`config.mk`:
```
export PLATFORM = sky130hd
export DESIGN_NAME = batch_request_list_parser_top
export DESIGN_NICKNAME = d
export VERILOG_FILES = /design/src/rtl/bprl_pkg.sv /design/src/rtl/batch_request_list_parser_top.sv /design/src/rtl/bprl_front.sv /design/src/rtl/bprl_queue.sv /design/src/rtl/bprl_back.sv
export SDC_FILE = /design/constraint.sdc
export NUM_CORES = 1
export LEC_CHECK = 0
export ABC_AREA = 1
export BUFFER_PORTS_ARGS = -buffer_cell sky130_fd_sc_hd__buf_2
export CAP_MARGIN = 10
export CORE_MARGIN = 2
export CORE_UTILIZATION = 40
export DETAILED_ROUTE_END_ITERATION = 6
export MAX_ROUTING_LAYER = met4
export PLACE_DENSITY_LB_ADDON = 0.08
export SKIP_CTS_REPAIR_TIMING = 1
export SYNTH_ARGS = -nofsm -noshare
export SYNTH_HDL_FRONTEND = slang
export SYNTH_HIERARCHICAL = 1
export SYNTH_SLANG_ARGS = --single-unit
```
`constraint.sdc`:
```
create_clock -name clock -period 4.89 [get_ports clock]
set_input_delay 0.2445 -clock clock [delete_from_list [all_inputs] [get_ports clock]]
set_output_delay 0.2445 -clock clock [all_outputs]
set_load 0.02 [all_outputs]
```
`src/rtl/bprl_pkg.sv`:
```
// shared types, codes and tag name tables for the batch request list parser
`default_nettype none

package bprl_pkg;

   // result event codes
   localparam logic [2:0] EV_NONE         = 3'd0;
   localparam logic [2:0] EV_METHOD_BEGIN = 3'd1;
   localparam logic [2:0] EV_METHOD_CHAR  = 3'd2;
   localparam logic [2:0] EV_URL_BEGIN    = 3'd3;
   localparam logic [2:0] EV_URL_CHAR     = 3'd4;
   localparam logic [2:0] EV_ENTRY_DONE   = 3'd5;
   localparam logic [2:0] EV_BATCH_OK     = 3'd6;
   localparam logic [2:0] EV_ERROR        = 3'd7;

   // error codes
   localparam logic [2:0] ERR_NONE       = 3'd0;
   localparam logic [2:0] ERR_UNEXPECTED = 3'd1;
   localparam logic [2:0] ERR_MISSING    = 3'd2;
   localparam logic [2:0] ERR_UNCLOSED   = 3'd3;
   localparam logic [2:0] ERR_NOT_CLOSED = 3'd4;

   // value targets
   localparam logic [1:0] TGT_NONE   = 2'd0;
   localparam logic [1:0] TGT_METHOD = 2'd1;
   localparam logic [1:0] TGT_URL    = 2'd2;

   // grammar characters
   localparam logic [7:0] CH_SPACE     = 8'h20;
   localparam logic [7:0] CH_TAB       = 8'h09;
   localparam logic [7:0] CH_DQUOTE    = 8'h22;
   localparam logic [7:0] CH_SQUOTE    = 8'h27;
   localparam logic [7:0] CH_BACKSLASH = 8'h5C;
   localparam logic [7:0] CH_LBRACKET  = 8'h5B;
   localparam logic [7:0] CH_RBRACKET  = 8'h5D;
   localparam logic [7:0] CH_LBRACE    = 8'h7B;
   localparam logic [7:0] CH_RBRACE    = 8'h7D;
   localparam logic [7:0] CH_COLON     = 8'h3A;
   localparam logic [7:0] CH_COMMA     = 8'h2C;
   localparam logic [7:0] CH_SLASH     = 8'h2F;

   // tag name lengths and saturation limit
   localparam logic [3:0] METHOD_LEN = 4'd6;
   localparam logic [3:0] URL_LEN    = 4'd12;
   localparam logic [3:0] TAG_LEN_MAX = 4'd15;

   // default depth of the queue between parser and output side
   localparam int QUEUE_DEPTH_DEF = 4;

   // max results caused by one byte
   localparam int MAX_RES = 3;

   // one result item
   typedef struct packed {
      logic [2:0] event_res;
      logic [7:0] char_out;
      logic [2:0] error_code;
   } bprl_result_type;

   // all results of one input byte
   typedef struct packed {
      logic [1:0]                    num_res;
      bprl_result_type [MAX_RES-1:0] res;
   } bprl_bundle_type;

   // "method" by position
   function automatic logic [7:0] method_char(input logic [3:0] idx);
      logic [7:0] ch;
      unique case (idx)
         4'd0:    ch = 8'h6D; // m
         4'd1:    ch = 8'h65; // e
         4'd2:    ch = 8'h74; // t
         4'd3:    ch = 8'h68; // h
         4'd4:    ch = 8'h6F; // o
         4'd5:    ch = 8'h64; // d
         default: ch = 8'h00;
      endcase
      return ch;
   endfunction

   // url tag name by position
   function automatic logic [7:0] url_char(input logic [3:0] idx);
      logic [7:0] ch;
      unique case (idx)
         4'd0:    ch = 8'h72; // r
         4'd1:    ch = 8'h65; // e
         4'd2:    ch = 8'h6C; // l
         4'd3:    ch = 8'h61; // a
         4'd4:    ch = 8'h74; // t
         4'd5:    ch = 8'h69; // i
         4'd6:    ch = 8'h76; // v
         4'd7:    ch = 8'h65; // e
         4'd8:    ch = 8'h5F; // _
         4'd9:    ch = 8'h75; // u
         4'd10:   ch = 8'h72; // r
         4'd11:   ch = 8'h6C; // l
         default: ch = 8'h00;
      endcase
      return ch;
   endfunction

   // build one result item
   function automatic bprl_result_type mk_res(input logic [2:0] ev, input logic [7:0] ch,
                                              input logic [2:0] code);
      bprl_result_type r;
      r.event_res  = ev;
      r.char_out   = ch;
      r.error_code = code;
      return r;
   endfunction

endpackage

`default_nettype wire

```
`src/rtl/batch_request_list_parser_top.sv`:
```
// top level of the batch request list parser: front, bundle queue and back
//
//   channel  direction  tdata (low bit up)                          tlast
//   req_     in         text_byte[7:0]                              final_byte
//   rsp_     out        event_res[2:0], char_out[10:3],             run_last
//                       error_code[13:11], zero[15:14]
//
// the front takes one byte per cycle whenever the queue has room; a byte
// causes zero to three results. the back sends one result per cycle unless
// rsp_ stalls, so a byte's results leave in turn; the output register is
// the limit when results outnumber bytes. a result passes the queue, then
// the output register. reset is synchronous and empties queue and output
// register. rsp_ stalls fill the queue, after which req_tready drops.
`default_nettype none

module batch_request_list_parser_top
   import bprl_pkg::*;
#(
   parameter int QUEUE_DEPTH = QUEUE_DEPTH_DEF
) (
   input  wire logic        clock,
   input  wire logic        reset,
   input  wire logic        req_tvalid,
   output logic             req_tready,
   input  wire logic [7:0]  req_tdata,   // text_byte[7:0]
   input  wire logic        req_tlast,
   output logic             rsp_tvalid,
   input  wire logic        rsp_tready,
   output logic [15:0]      rsp_tdata,   // event_res[2:0], char_out[10:3], error_code[13:11]
   output logic             rsp_tlast
);

   logic            push_valid;
   bprl_bundle_type push_bundle;
   logic            queue_full;
   logic            queue_empty;
   bprl_bundle_type head;
   logic            pop;
   bprl_result_type out_res;

   // parser front
   bprl_front u_front (
      .clock       (clock),
      .reset       (reset),
      .in_valid    (req_tvalid),
      .in_byte     (req_tdata),
      .in_final    (req_tlast),
      .queue_full  (queue_full),
      .in_ready    (req_tready),
      .push_valid  (push_valid),
      .push_bundle (push_bundle)
   );

   // bundle queue
   bprl_queue #(
      .DEPTH (QUEUE_DEPTH)
   ) u_queue (
      .clock       (clock),
      .reset       (reset),
      .push_valid  (push_valid),
      .push_bundle (push_bundle),
      .pop         (pop),
      .full        (queue_full),
      .empty       (queue_empty),
      .head        (head)
   );

   // output back
   bprl_back u_back (
      .clock       (clock),
      .reset       (reset),
      .queue_empty (queue_empty),
      .head        (head),
      .pop         (pop),
      .out_valid   (rsp_tvalid),
      .out_ready   (rsp_tready),
      .out_res     (out_res),
      .out_last    (rsp_tlast)
   );

   // result packing
   assign rsp_tdata = {2'b00, out_res.error_code, out_res.char_out, out_res.event_res};

endmodule

`default_nettype wire

```
`src/rtl/bprl_front.sv`:
```
// parser front: a byte per cycle unless queue_full; runs grammar, emits result bundles
`default_nettype none

module bprl_front
   import bprl_pkg::*;
(
   input  wire logic            clock,
   input  wire logic            reset,
   input  wire logic            in_valid,
   input  wire logic [7:0]      in_byte,
   input  wire logic            in_final,
   input  wire logic            queue_full,
   output logic                 in_ready,
   output logic                 push_valid,
   output bprl_bundle_type      push_bundle
);

   // parser phase, one-hot
   typedef enum logic [9:0] {
      PH_START      = 10'b00_0000_0001,
      PH_WANT_BRACE = 10'b00_0000_0010,
      PH_WANT_TAGQ  = 10'b00_0000_0100,
      PH_IN_TAG     = 10'b00_0000_1000,
      PH_WANT_COLON = 10'b00_0001_0000,
      PH_WANT_VALQ  = 10'b00_0010_0000,
      PH_IN_VAL     = 10'b00_0100_0000,
      PH_AFTER_VAL  = 10'b00_1000_0000,
      PH_AFTER_ENT  = 10'b01_0000_0000,
      PH_DONE       = 10'b10_0000_0000
   } phase_type;

   phase_type  phase_ff, phase_in;
   logic       quote_single_ff, quote_single_in;
   logic       escape_ff, escape_in;
   logic [3:0] tag_len_ff, tag_len_in;
   logic       may_method_ff, may_method_in;
   logic       may_url_ff, may_url_in;
   logic [1:0] target_ff, target_in;
   logic       url_first_ff, url_first_in;
   logic       failed_ff, failed_in;

   logic                          accept;
   logic                          blank;
   logic                          expecting;
   logic                          is_quote;
   logic [7:0]                    close_quote;
   logic                          closes;
   logic                          starts_escape;
   bprl_result_type [MAX_RES-1:0] res_bus;
   logic [1:0]                    n_res;

   assign in_ready  = !queue_full;
   assign accept    = in_valid && in_ready;
   assign blank     = (in_byte == CH_SPACE) || (in_byte == CH_TAB);
   assign expecting = (phase_ff != PH_IN_TAG) && (phase_ff != PH_IN_VAL) &&
                      (phase_ff != PH_DONE);
   assign is_quote  = (in_byte == CH_SQUOTE) || (in_byte == CH_DQUOTE);

   // quoted-string byte classification
   assign close_quote   = quote_single_ff ? CH_SQUOTE : CH_DQUOTE;
   assign closes        = !escape_ff && (in_byte == close_quote);
   assign starts_escape = !escape_ff && (in_byte == CH_BACKSLASH);

   // grammar step and result collection
   always_comb begin
      phase_in        = phase_ff;
      quote_single_in = quote_single_ff;
      escape_in       = escape_ff;
      tag_len_in      = tag_len_ff;
      may_method_in   = may_method_ff;
      may_url_in      = may_url_ff;
      target_in       = target_ff;
      url_first_in    = url_first_ff;
      failed_in       = failed_ff;
      res_bus         = '0;
      n_res           = 2'd0;

      if (!failed_ff) begin
         if (expecting && blank) begin
            if (in_final) begin
               res_bus[n_res] = mk_res(EV_ERROR, 8'h00, ERR_MISSING);
               n_res          = n_res + 2'd1;
               failed_in      = 1'b1;
            end
         end else begin
            unique case (phase_ff)
               PH_START: begin
                  if (in_byte == CH_LBRACKET) begin
                     phase_in = PH_WANT_BRACE;
                  end else begin
                     res_bus[n_res] = mk_res(EV_ERROR, 8'h00, ERR_UNEXPECTED);
                     n_res          = n_res + 2'd1;
                     failed_in      = 1'b1;
                  end
               end
               PH_WANT_BRACE: begin
                  if (in_byte == CH_LBRACE) begin
                     phase_in = PH_WANT_TAGQ;
                  end else begin
                     res_bus[n_res] = mk_res(EV_ERROR, 8'h00, ERR_UNEXPECTED);
                     n_res          = n_res + 2'd1;
                     failed_in      = 1'b1;
                  end
               end
               PH_WANT_TAGQ: begin
                  if (is_quote) begin
                     quote_single_in = (in_byte == CH_SQUOTE);
                     escape_in       = 1'b0;
                     tag_len_in      = 4'd0;
                     may_method_in   = 1'b1;
                     may_url_in      = 1'b1;
                     phase_in        = PH_IN_TAG;
                  end else begin
                     res_bus[n_res] = mk_res(EV_ERROR, 8'h00, ERR_UNEXPECTED);
                     n_res          = n_res + 2'd1;
                     failed_in      = 1'b1;
                  end
               end
               PH_IN_TAG: begin
                  if (closes) begin
                     if (may_method_ff && tag_len_ff == METHOD_LEN) begin
                        target_in = TGT_METHOD;
                     end else if (may_url_ff && tag_len_ff == URL_LEN) begin
                        target_in = TGT_URL;
                     end else begin
                        target_in = TGT_NONE;
                     end
                     phase_in = PH_WANT_COLON;
                  end else if (starts_escape) begin
                     escape_in = 1'b1;
                  end else begin
                     // incremental tag match
                     escape_in = 1'b0;
                     if (tag_len_ff >= METHOD_LEN || method_char(tag_len_ff) != in_byte) begin
                        may_method_in = 1'b0;
                     end
                     if (tag_len_ff >= URL_LEN || url_char(tag_len_ff) != in_byte) begin
                        may_url_in = 1'b0;
                     end
                     if (tag_len_ff < TAG_LEN_MAX) begin
                        tag_len_in = tag_len_ff + 4'd1;
                     end
                  end
               end
               PH_WANT_COLON: begin
                  if (in_byte == CH_COLON) begin
                     phase_in = PH_WANT_VALQ;
                  end else begin
                     res_bus[n_res] = mk_res(EV_ERROR, 8'h00, ERR_UNEXPECTED);
                     n_res          = n_res + 2'd1;
                     failed_in      = 1'b1;
                  end
               end
               PH_WANT_VALQ: begin
                  if (is_quote) begin
                     quote_single_in = (in_byte == CH_SQUOTE);
                     escape_in       = 1'b0;
                     phase_in        = PH_IN_VAL;
                     if (target_ff == TGT_METHOD) begin
                        res_bus[n_res] = mk_res(EV_METHOD_BEGIN, 8'h00, ERR_NONE);
                        n_res          = n_res + 2'd1;
                     end else if (target_ff == TGT_URL) begin
                        res_bus[n_res] = mk_res(EV_URL_BEGIN, 8'h00, ERR_NONE);
                        n_res          = n_res + 2'd1;
                        url_first_in   = 1'b1;
                     end
                  end else begin
                     res_bus[n_res] = mk_res(EV_ERROR, 8'h00, ERR_UNEXPECTED);
                     n_res          = n_res + 2'd1;
                     failed_in      = 1'b1;
                  end
               end
               PH_IN_VAL: begin
                  if (closes) begin
                     // empty url value reads as a lone slash
                     if (target_ff == TGT_URL && url_first_ff) begin
                        res_bus[n_res] = mk_res(EV_URL_CHAR, CH_SLASH, ERR_NONE);
                        n_res          = n_res + 2'd1;
                     end
                     url_first_in = 1'b0;
                     phase_in     = PH_AFTER_VAL;
                  end else if (starts_escape) begin
                     escape_in = 1'b1;
                  end else begin
                     escape_in = 1'b0;
                     if (target_ff == TGT_METHOD) begin
                        res_bus[n_res] = mk_res(EV_METHOD_CHAR, in_byte, ERR_NONE);
                        n_res          = n_res + 2'd1;
                     end else if (target_ff == TGT_URL) begin
                        // leading slash when the url lacks one
                        if (url_first_ff) begin
                           url_first_in = 1'b0;
                           if (in_byte != CH_SLASH) begin
                              res_bus[n_res] = mk_res(EV_URL_CHAR, CH_SLASH, ERR_NONE);
                              n_res          = n_res + 2'd1;
                           end
                        end
                        res_bus[n_res] = mk_res(EV_URL_CHAR, in_byte, ERR_NONE);
                        n_res          = n_res + 2'd1;
                     end
                  end
               end
               PH_AFTER_VAL: begin
                  if (in_byte == CH_COMMA) begin
                     phase_in = PH_WANT_TAGQ;
                  end else if (in_byte == CH_RBRACE) begin
                     res_bus[n_res] = mk_res(EV_ENTRY_DONE, 8'h00, ERR_NONE);
                     n_res          = n_res + 2'd1;
                     phase_in       = PH_AFTER_ENT;
                  end else begin
                     res_bus[n_res] = mk_res(EV_ERROR, 8'h00, ERR_UNEXPECTED);
                     n_res          = n_res + 2'd1;
                     failed_in      = 1'b1;
                  end
               end
               PH_AFTER_ENT: begin
                  if (in_byte == CH_COMMA) begin
                     phase_in = PH_WANT_BRACE;
                  end else if (in_byte == CH_RBRACKET) begin
                     phase_in = PH_DONE;
                  end else begin
                     res_bus[n_res] = mk_res(EV_ERROR, 8'h00, ERR_UNEXPECTED);
                     n_res          = n_res + 2'd1;
                     failed_in      = 1'b1;
                  end
               end
               PH_DONE: begin
                  // trailing bytes are ignored
               end
               default: begin
               end
            endcase
         end

         // end-of-batch verdict
         if (in_final && !failed_in) begin
            if (phase_in == PH_IN_TAG || phase_in == PH_IN_VAL) begin
               res_bus[n_res] = mk_res(EV_ERROR, 8'h00, ERR_UNCLOSED);
            end else if (phase_in == PH_DONE) begin
               res_bus[n_res] = mk_res(EV_BATCH_OK, 8'h00, ERR_NONE);
            end else begin
               res_bus[n_res] = mk_res(EV_ERROR, 8'h00, ERR_NOT_CLOSED);
            end
            n_res = n_res + 2'd1;
         end
      end

      // final byte starts a new batch
      if (in_final) begin
         phase_in        = PH_START;
         quote_single_in = 1'b0;
         escape_in       = 1'b0;
         tag_len_in      = 4'd0;
         may_method_in   = 1'b1;
         may_url_in      = 1'b1;
         target_in       = TGT_NONE;
         url_first_in    = 1'b0;
         failed_in       = 1'b0;
      end
   end

   // bundle to the queue
   assign push_valid          = accept && (n_res != 2'd0);
   assign push_bundle.num_res = n_res;
   assign push_bundle.res     = res_bus;

   // parser state
   always_ff @(posedge clock) begin
      if (reset) begin
         phase_ff        <= PH_START;
         quote_single_ff <= 1'b0;
         escape_ff       <= 1'b0;
         tag_len_ff      <= 4'd0;
         may_method_ff   <= 1'b1;
         may_url_ff      <= 1'b1;
         target_ff       <= TGT_NONE;
         url_first_ff    <= 1'b0;
         failed_ff       <= 1'b0;
      end else if (accept) begin
         phase_ff        <= phase_in;
         quote_single_ff <= quote_single_in;
         escape_ff       <= escape_in;
         tag_len_ff      <= tag_len_in;
         may_method_ff   <= may_method_in;
         may_url_ff      <= may_url_in;
         target_ff       <= target_in;
         url_first_ff    <= url_first_in;
         failed_ff       <= failed_in;
      end
   end

endmodule

`default_nettype wire

```
`src/rtl/bprl_queue.sv`:
```
// small bundle queue between parser front and output back
`default_nettype none

module bprl_queue
   import bprl_pkg::*;
#(
   parameter int DEPTH = QUEUE_DEPTH_DEF
) (
   input  wire logic            clock,
   input  wire logic            reset,
   input  wire logic            push_valid,
   input  wire bprl_bundle_type push_bundle,
   input  wire logic            pop,
   output logic                 full,
   output logic                 empty,
   output bprl_bundle_type      head
);

   localparam int PTR_W = (DEPTH > 1) ? $clog2(DEPTH) : 1;
   localparam int CNT_W = $clog2(DEPTH + 1);

   bprl_bundle_type mem [DEPTH];

   logic [PTR_W-1:0] wr_ptr_ff, wr_ptr_in;
   logic [PTR_W-1:0] rd_ptr_ff, rd_ptr_in;
   logic [CNT_W-1:0] cnt_ff, cnt_in;
   logic             do_push;
   logic             do_pop;

   assign full    = (cnt_ff == CNT_W'(DEPTH));
   assign empty   = (cnt_ff == '0);
   assign do_push = push_valid && !full;
   assign do_pop  = pop && !empty;
   assign head    = mem[rd_ptr_ff];

   // pointer and fill count update
   always_comb begin
      wr_ptr_in = wr_ptr_ff;
      rd_ptr_in = rd_ptr_ff;
      cnt_in    = cnt_ff;
      if (do_push) begin
         wr_ptr_in = (wr_ptr_ff == PTR_W'(DEPTH - 1)) ? '0 : wr_ptr_ff + PTR_W'(1);
      end
      if (do_pop) begin
         rd_ptr_in = (rd_ptr_ff == PTR_W'(DEPTH - 1)) ? '0 : rd_ptr_ff + PTR_W'(1);
      end
      if (do_push && !do_pop) begin
         cnt_in = cnt_ff + CNT_W'(1);
      end else if (do_pop && !do_push) begin
         cnt_in = cnt_ff - CNT_W'(1);
      end
   end

   // storage
   always_ff @(posedge clock) begin
      if (do_push) begin
         mem[wr_ptr_ff] <= push_bundle;
      end
   end

   // control
   always_ff @(posedge clock) begin
      if (reset) begin
         wr_ptr_ff <= '0;
         rd_ptr_ff <= '0;
         cnt_ff    <= '0;
      end else begin
         wr_ptr_ff <= wr_ptr_in;
         rd_ptr_ff <= rd_ptr_in;
         cnt_ff    <= cnt_in;
      end
   end

endmodule

`default_nettype wire

```
`src/rtl/bprl_back.sv`:
```
// output back: unrolls bundles to one result per cycle unless stalled; output registered
`default_nettype none

module bprl_back
   import bprl_pkg::*;
(
   input  wire logic            clock,
   input  wire logic            reset,
   input  wire logic            queue_empty,
   input  wire bprl_bundle_type head,
   output logic                 pop,
   output logic                 out_valid,
   input  wire logic            out_ready,
   output bprl_result_type      out_res,
   output logic                 out_last
);

   logic            valid_ff, valid_in;
   bprl_result_type res_ff, res_in;
   logic            last_ff, last_in;
   logic [1:0]      idx_ff, idx_in;
   logic            load;
   logic            is_last;

   // queue not empty and output register free or draining this cycle
   assign load    = !queue_empty && (!valid_ff || out_ready);
   assign is_last = (idx_ff == (head.num_res - 2'd1));
   assign pop     = load && is_last;

   // next output item and bundle position
   always_comb begin
      valid_in = valid_ff;
      res_in   = res_ff;
      last_in  = last_ff;
      idx_in   = idx_ff;
      if (load) begin
         valid_in = 1'b1;
         res_in   = head.res[idx_ff];
         last_in  = is_last;
         idx_in   = is_last ? 2'd0 : idx_ff + 2'd1;
      end else if (out_ready) begin
         valid_in = 1'b0;
      end
   end

   // output payload
   always_ff @(posedge clock) begin
      res_ff  <= res_in;
      last_ff <= last_in;
   end

   // output control
   always_ff @(posedge clock) begin
      if (reset) begin
         valid_ff <= 1'b0;
         idx_ff   <= 2'd0;
      end else begin
         valid_ff <= valid_in;
         idx_ff   <= idx_in;
      end
   end

   assign out_valid = valid_ff;
   assign out_res   = res_ff;
   assign out_last  = last_ff;

endmodule

`default_nettype wire
```
==> run_results.csv <==
group,metric,value,unit
outcome,status,"finished, final reports clean",
timing,skew,0.0105,ns
timing,final.setup.tns,0,ns
layout,layout_commonest_cell,"edfxtp_1",
synthesis,synth_compound_area_share,11.6,%
synthesis,synth-xor-area-share,0.881,%
cts,clock-root-buffer,"clkbuf_16",
placed_design,finalWeightedCongestion,0.924,
synthesis,yosysSeqAreaShare,54.9,%
timing,max_freq,248,MHz
critical_path,critPathLaunchType,"flop",
timing,slew_headroom,33.7,%
pwr,power_density,511,nW/um^2
critical_path,crit_path_max_fanout,7,
critical_path,ff2ff_setup_slack,0.86,ns
cts,cts_tree,"built",
timing,worst_pin_slew,0.994,ns
cts,clock_latency,0.55,ns
global_route,grt_pass1_vias,8433,
critical_path,cp.required,5.33,ns
placed_design,io_buffers,29,
route,vias_per_cell,5.14,
global_route,grt_use_total,19.6,%
critical_path,worstSetupPathType,"reg2reg",
worst_hold_path,hold_class,"in2reg",
die,coreArea,29500,sq um
cts,path_clk_slew,0.06,ns
layout,final_layout_size_suffix_gt1_share,17.6,%
timing,setup_viol,0,
critical_path,endpoint_kind,"flop",
synthesis,synth_mux_area_share,0,%
route,routedWlPerCell,17.6,microns
timing,drv_slew,0,
timing,final_hold_viol_count,0,
synthesis,synth-seq-cells,232,
cts,clkSinkCount,232,
die,initial_core_util,40.5,%
timing,fin_crit_sh,82.4,%
global_route,grt_pass1_wl,46600,microns
layout,final_cell_mix,"edfxtp_1, nor2_1, nand2_1",
synthesis,synthCells,1230,
layout,finalCoreUtilization,44.8,%
synthesis,synth_fa_ha_area_share,2.37,%
cts,htree_levels,1,
route,drc,0,
layout,fillers,2886,
synthesis,synthSimpleGateAreaFrac,22.9,%
synthesis,syn_avg_cell_area,9.70,sq um
synthesis,ys_types,56,
placed_design,hpwl,19500,microns
global_route,grt_max_degree,73,
global_route,antenna_found_initial,0,
synthesis,synth_edf_count,191,
die,die_height,177,microns
layout,antenna_cells,0,
timing,rsz0062_at_grt,"no",
route,antenna_left,0,
pwr,max-vdd-ir-drop,0.236,mV
route,drt_pass1_iterations,4,
synthesis,syn_area,11900,sq um
layout,syn_to_final_growth,10.7,%
flow_run,max-cap-violations,0,
pwr,power.total,6750,uW
layout,num-nets-final,1286,
cts,clk_path_buf_depth,3,
die,die_w,177,microns
die,dieArea,31200,sq um
die,fp-row-count,63,
synthesis,synth_top_family_by_area,"simple AND/OR/NAND/NOR gates",
global_route,overflow,0,
timing,min_period,4.03,ns
critical_path,cp.arrival,4.47,ns
synthesis,synth_flop_cell,"edfxtp_1",
route,via_count,8535,
route,wirelength,29300,microns
synthesis,synthArstFlopShare,0,%
cts,numCtsBuffers,27,
synthesis,ys_warn_count,6,
route,first_iter_violations,470,
die,io_pins,32,
pwr,p_leak,0.00522,uW
## layout make-up
class / instances / area (sq um) / area share (%)
well taps: 390 / 488 / 3.70
repair buffers: 42 / 280 / 2.12
flip-flops and latches: 232 / 6560 / 49.7
inverters: 111 / 442 / 3.35
clock buffers: 31 / 691 / 5.23
clock inverters: 16 / 174 / 1.32
multi-input cells: 837 / 4570 / 34.6
## layer usage
layer	GRT usage, %	share of wire [%]
met1	26.0	48
met2	32.4	47
met3	2.38	2.9
met4	4.61	2.2
met5	-	0
## critical path, stage by stage (launching register included)
cell	delay, ns
dfxtp_1	0.38
nor2_2	0.21
nand2_4	0.11
inv_4	0.12
nand4_2	0.16
nand2_1	0.18
nor2_4	0.09
a21oi_2	0.18
nand2_1	0.10
nand2_1	0.10
nor2_2	0.06
ha_1	0.27
or2_1	0.09
nand3_1	0.10
a21oi_1	0.34
nand2_1	0.32
inv_1	0.13
ha_1	0.18
inv_1	0.07
fa_1	0.38
inv_1	0.06
nand2_1	0.06
nand3_1	0.08
nand2_1	0.05
inv_1	0.04
nor2_1	0.04
## cell families after synthesis
| group | count (synthesis) |
|---|---|
| adders and majority gates | 22 |
| buffers and inverters | 169 |
| and+or+nand+nor | 558 |
| other | 2 |
| AOI/OAI and AO/OA | 235 |
| DFF | 232 |
| xor gates and xnor gates | 12 |
## per-stage QoR
stage	cell area [sq um]	setup WS (ns)	hold WS, ns	std cells
floorplan	12000	0.328	0.314	1238
finish	13200	0.863	0.0302	1659
CTS	13200	0.863	0.00746	1659
detailed placement	12300	0.743	0.436	1612
global route	13200	0.485	0.0336	1659
global placement	12300	0.850	0.434	1612
## cells in the mapped netlist, types with 21 or more instances
cell type    n  area share, %
nor2_1     193            6.1
edfxtp_1   191             48
nand2_1    173            5.4
o21ai_0    117            4.9
inv_1       89            2.8
nand3_1     66            2.8
dfxtp_1     41            6.9
o22ai_1     34            1.8
a21oi_1     32            1.3
nor2_2      25            1.3
buf_2       22           0.92
ha_1        21            2.2
## flip-flops by register name (all words and copies together) (netlist names), 2 cells and up, named ones only
signal and count:
u_front/phase_ff 10, u_queue/mem 176, u_front/tag_len_ff 4, u_front/target_ff 2, u_back/idx_ff 2, u_queue/cnt_ff 3, u_queue/wr_ptr_ff 2, u_back/out_res 14
u_queue/rd_ptr_ff 2
## report_power, final
group	leakage, uW	internal (uW)	switching (uW)	total (uW)
clock	0.000424	1170	805	1980
sequential	0.00214	2510	152	2670
combinational	0.00266	651	1460	2110
## worst paths after layout
| path | start | depth (start not counted) | to |
|---|---|---|---|
| setup / recovery | u_front/phase_ff[3] | 25 | u_queue/cnt_ff[2] |
| hold / removal | rsp_tready | 4 | u_back/out_valid |
| setup reg to reg | u_front/phase_ff[3] | 25 | u_queue/cnt_ff[2] |
| hold reg to reg | u_front/may_url_ff | 2 | u_front/may_url_ff |
No activity file was read; power rests on OpenSTA's default activity.
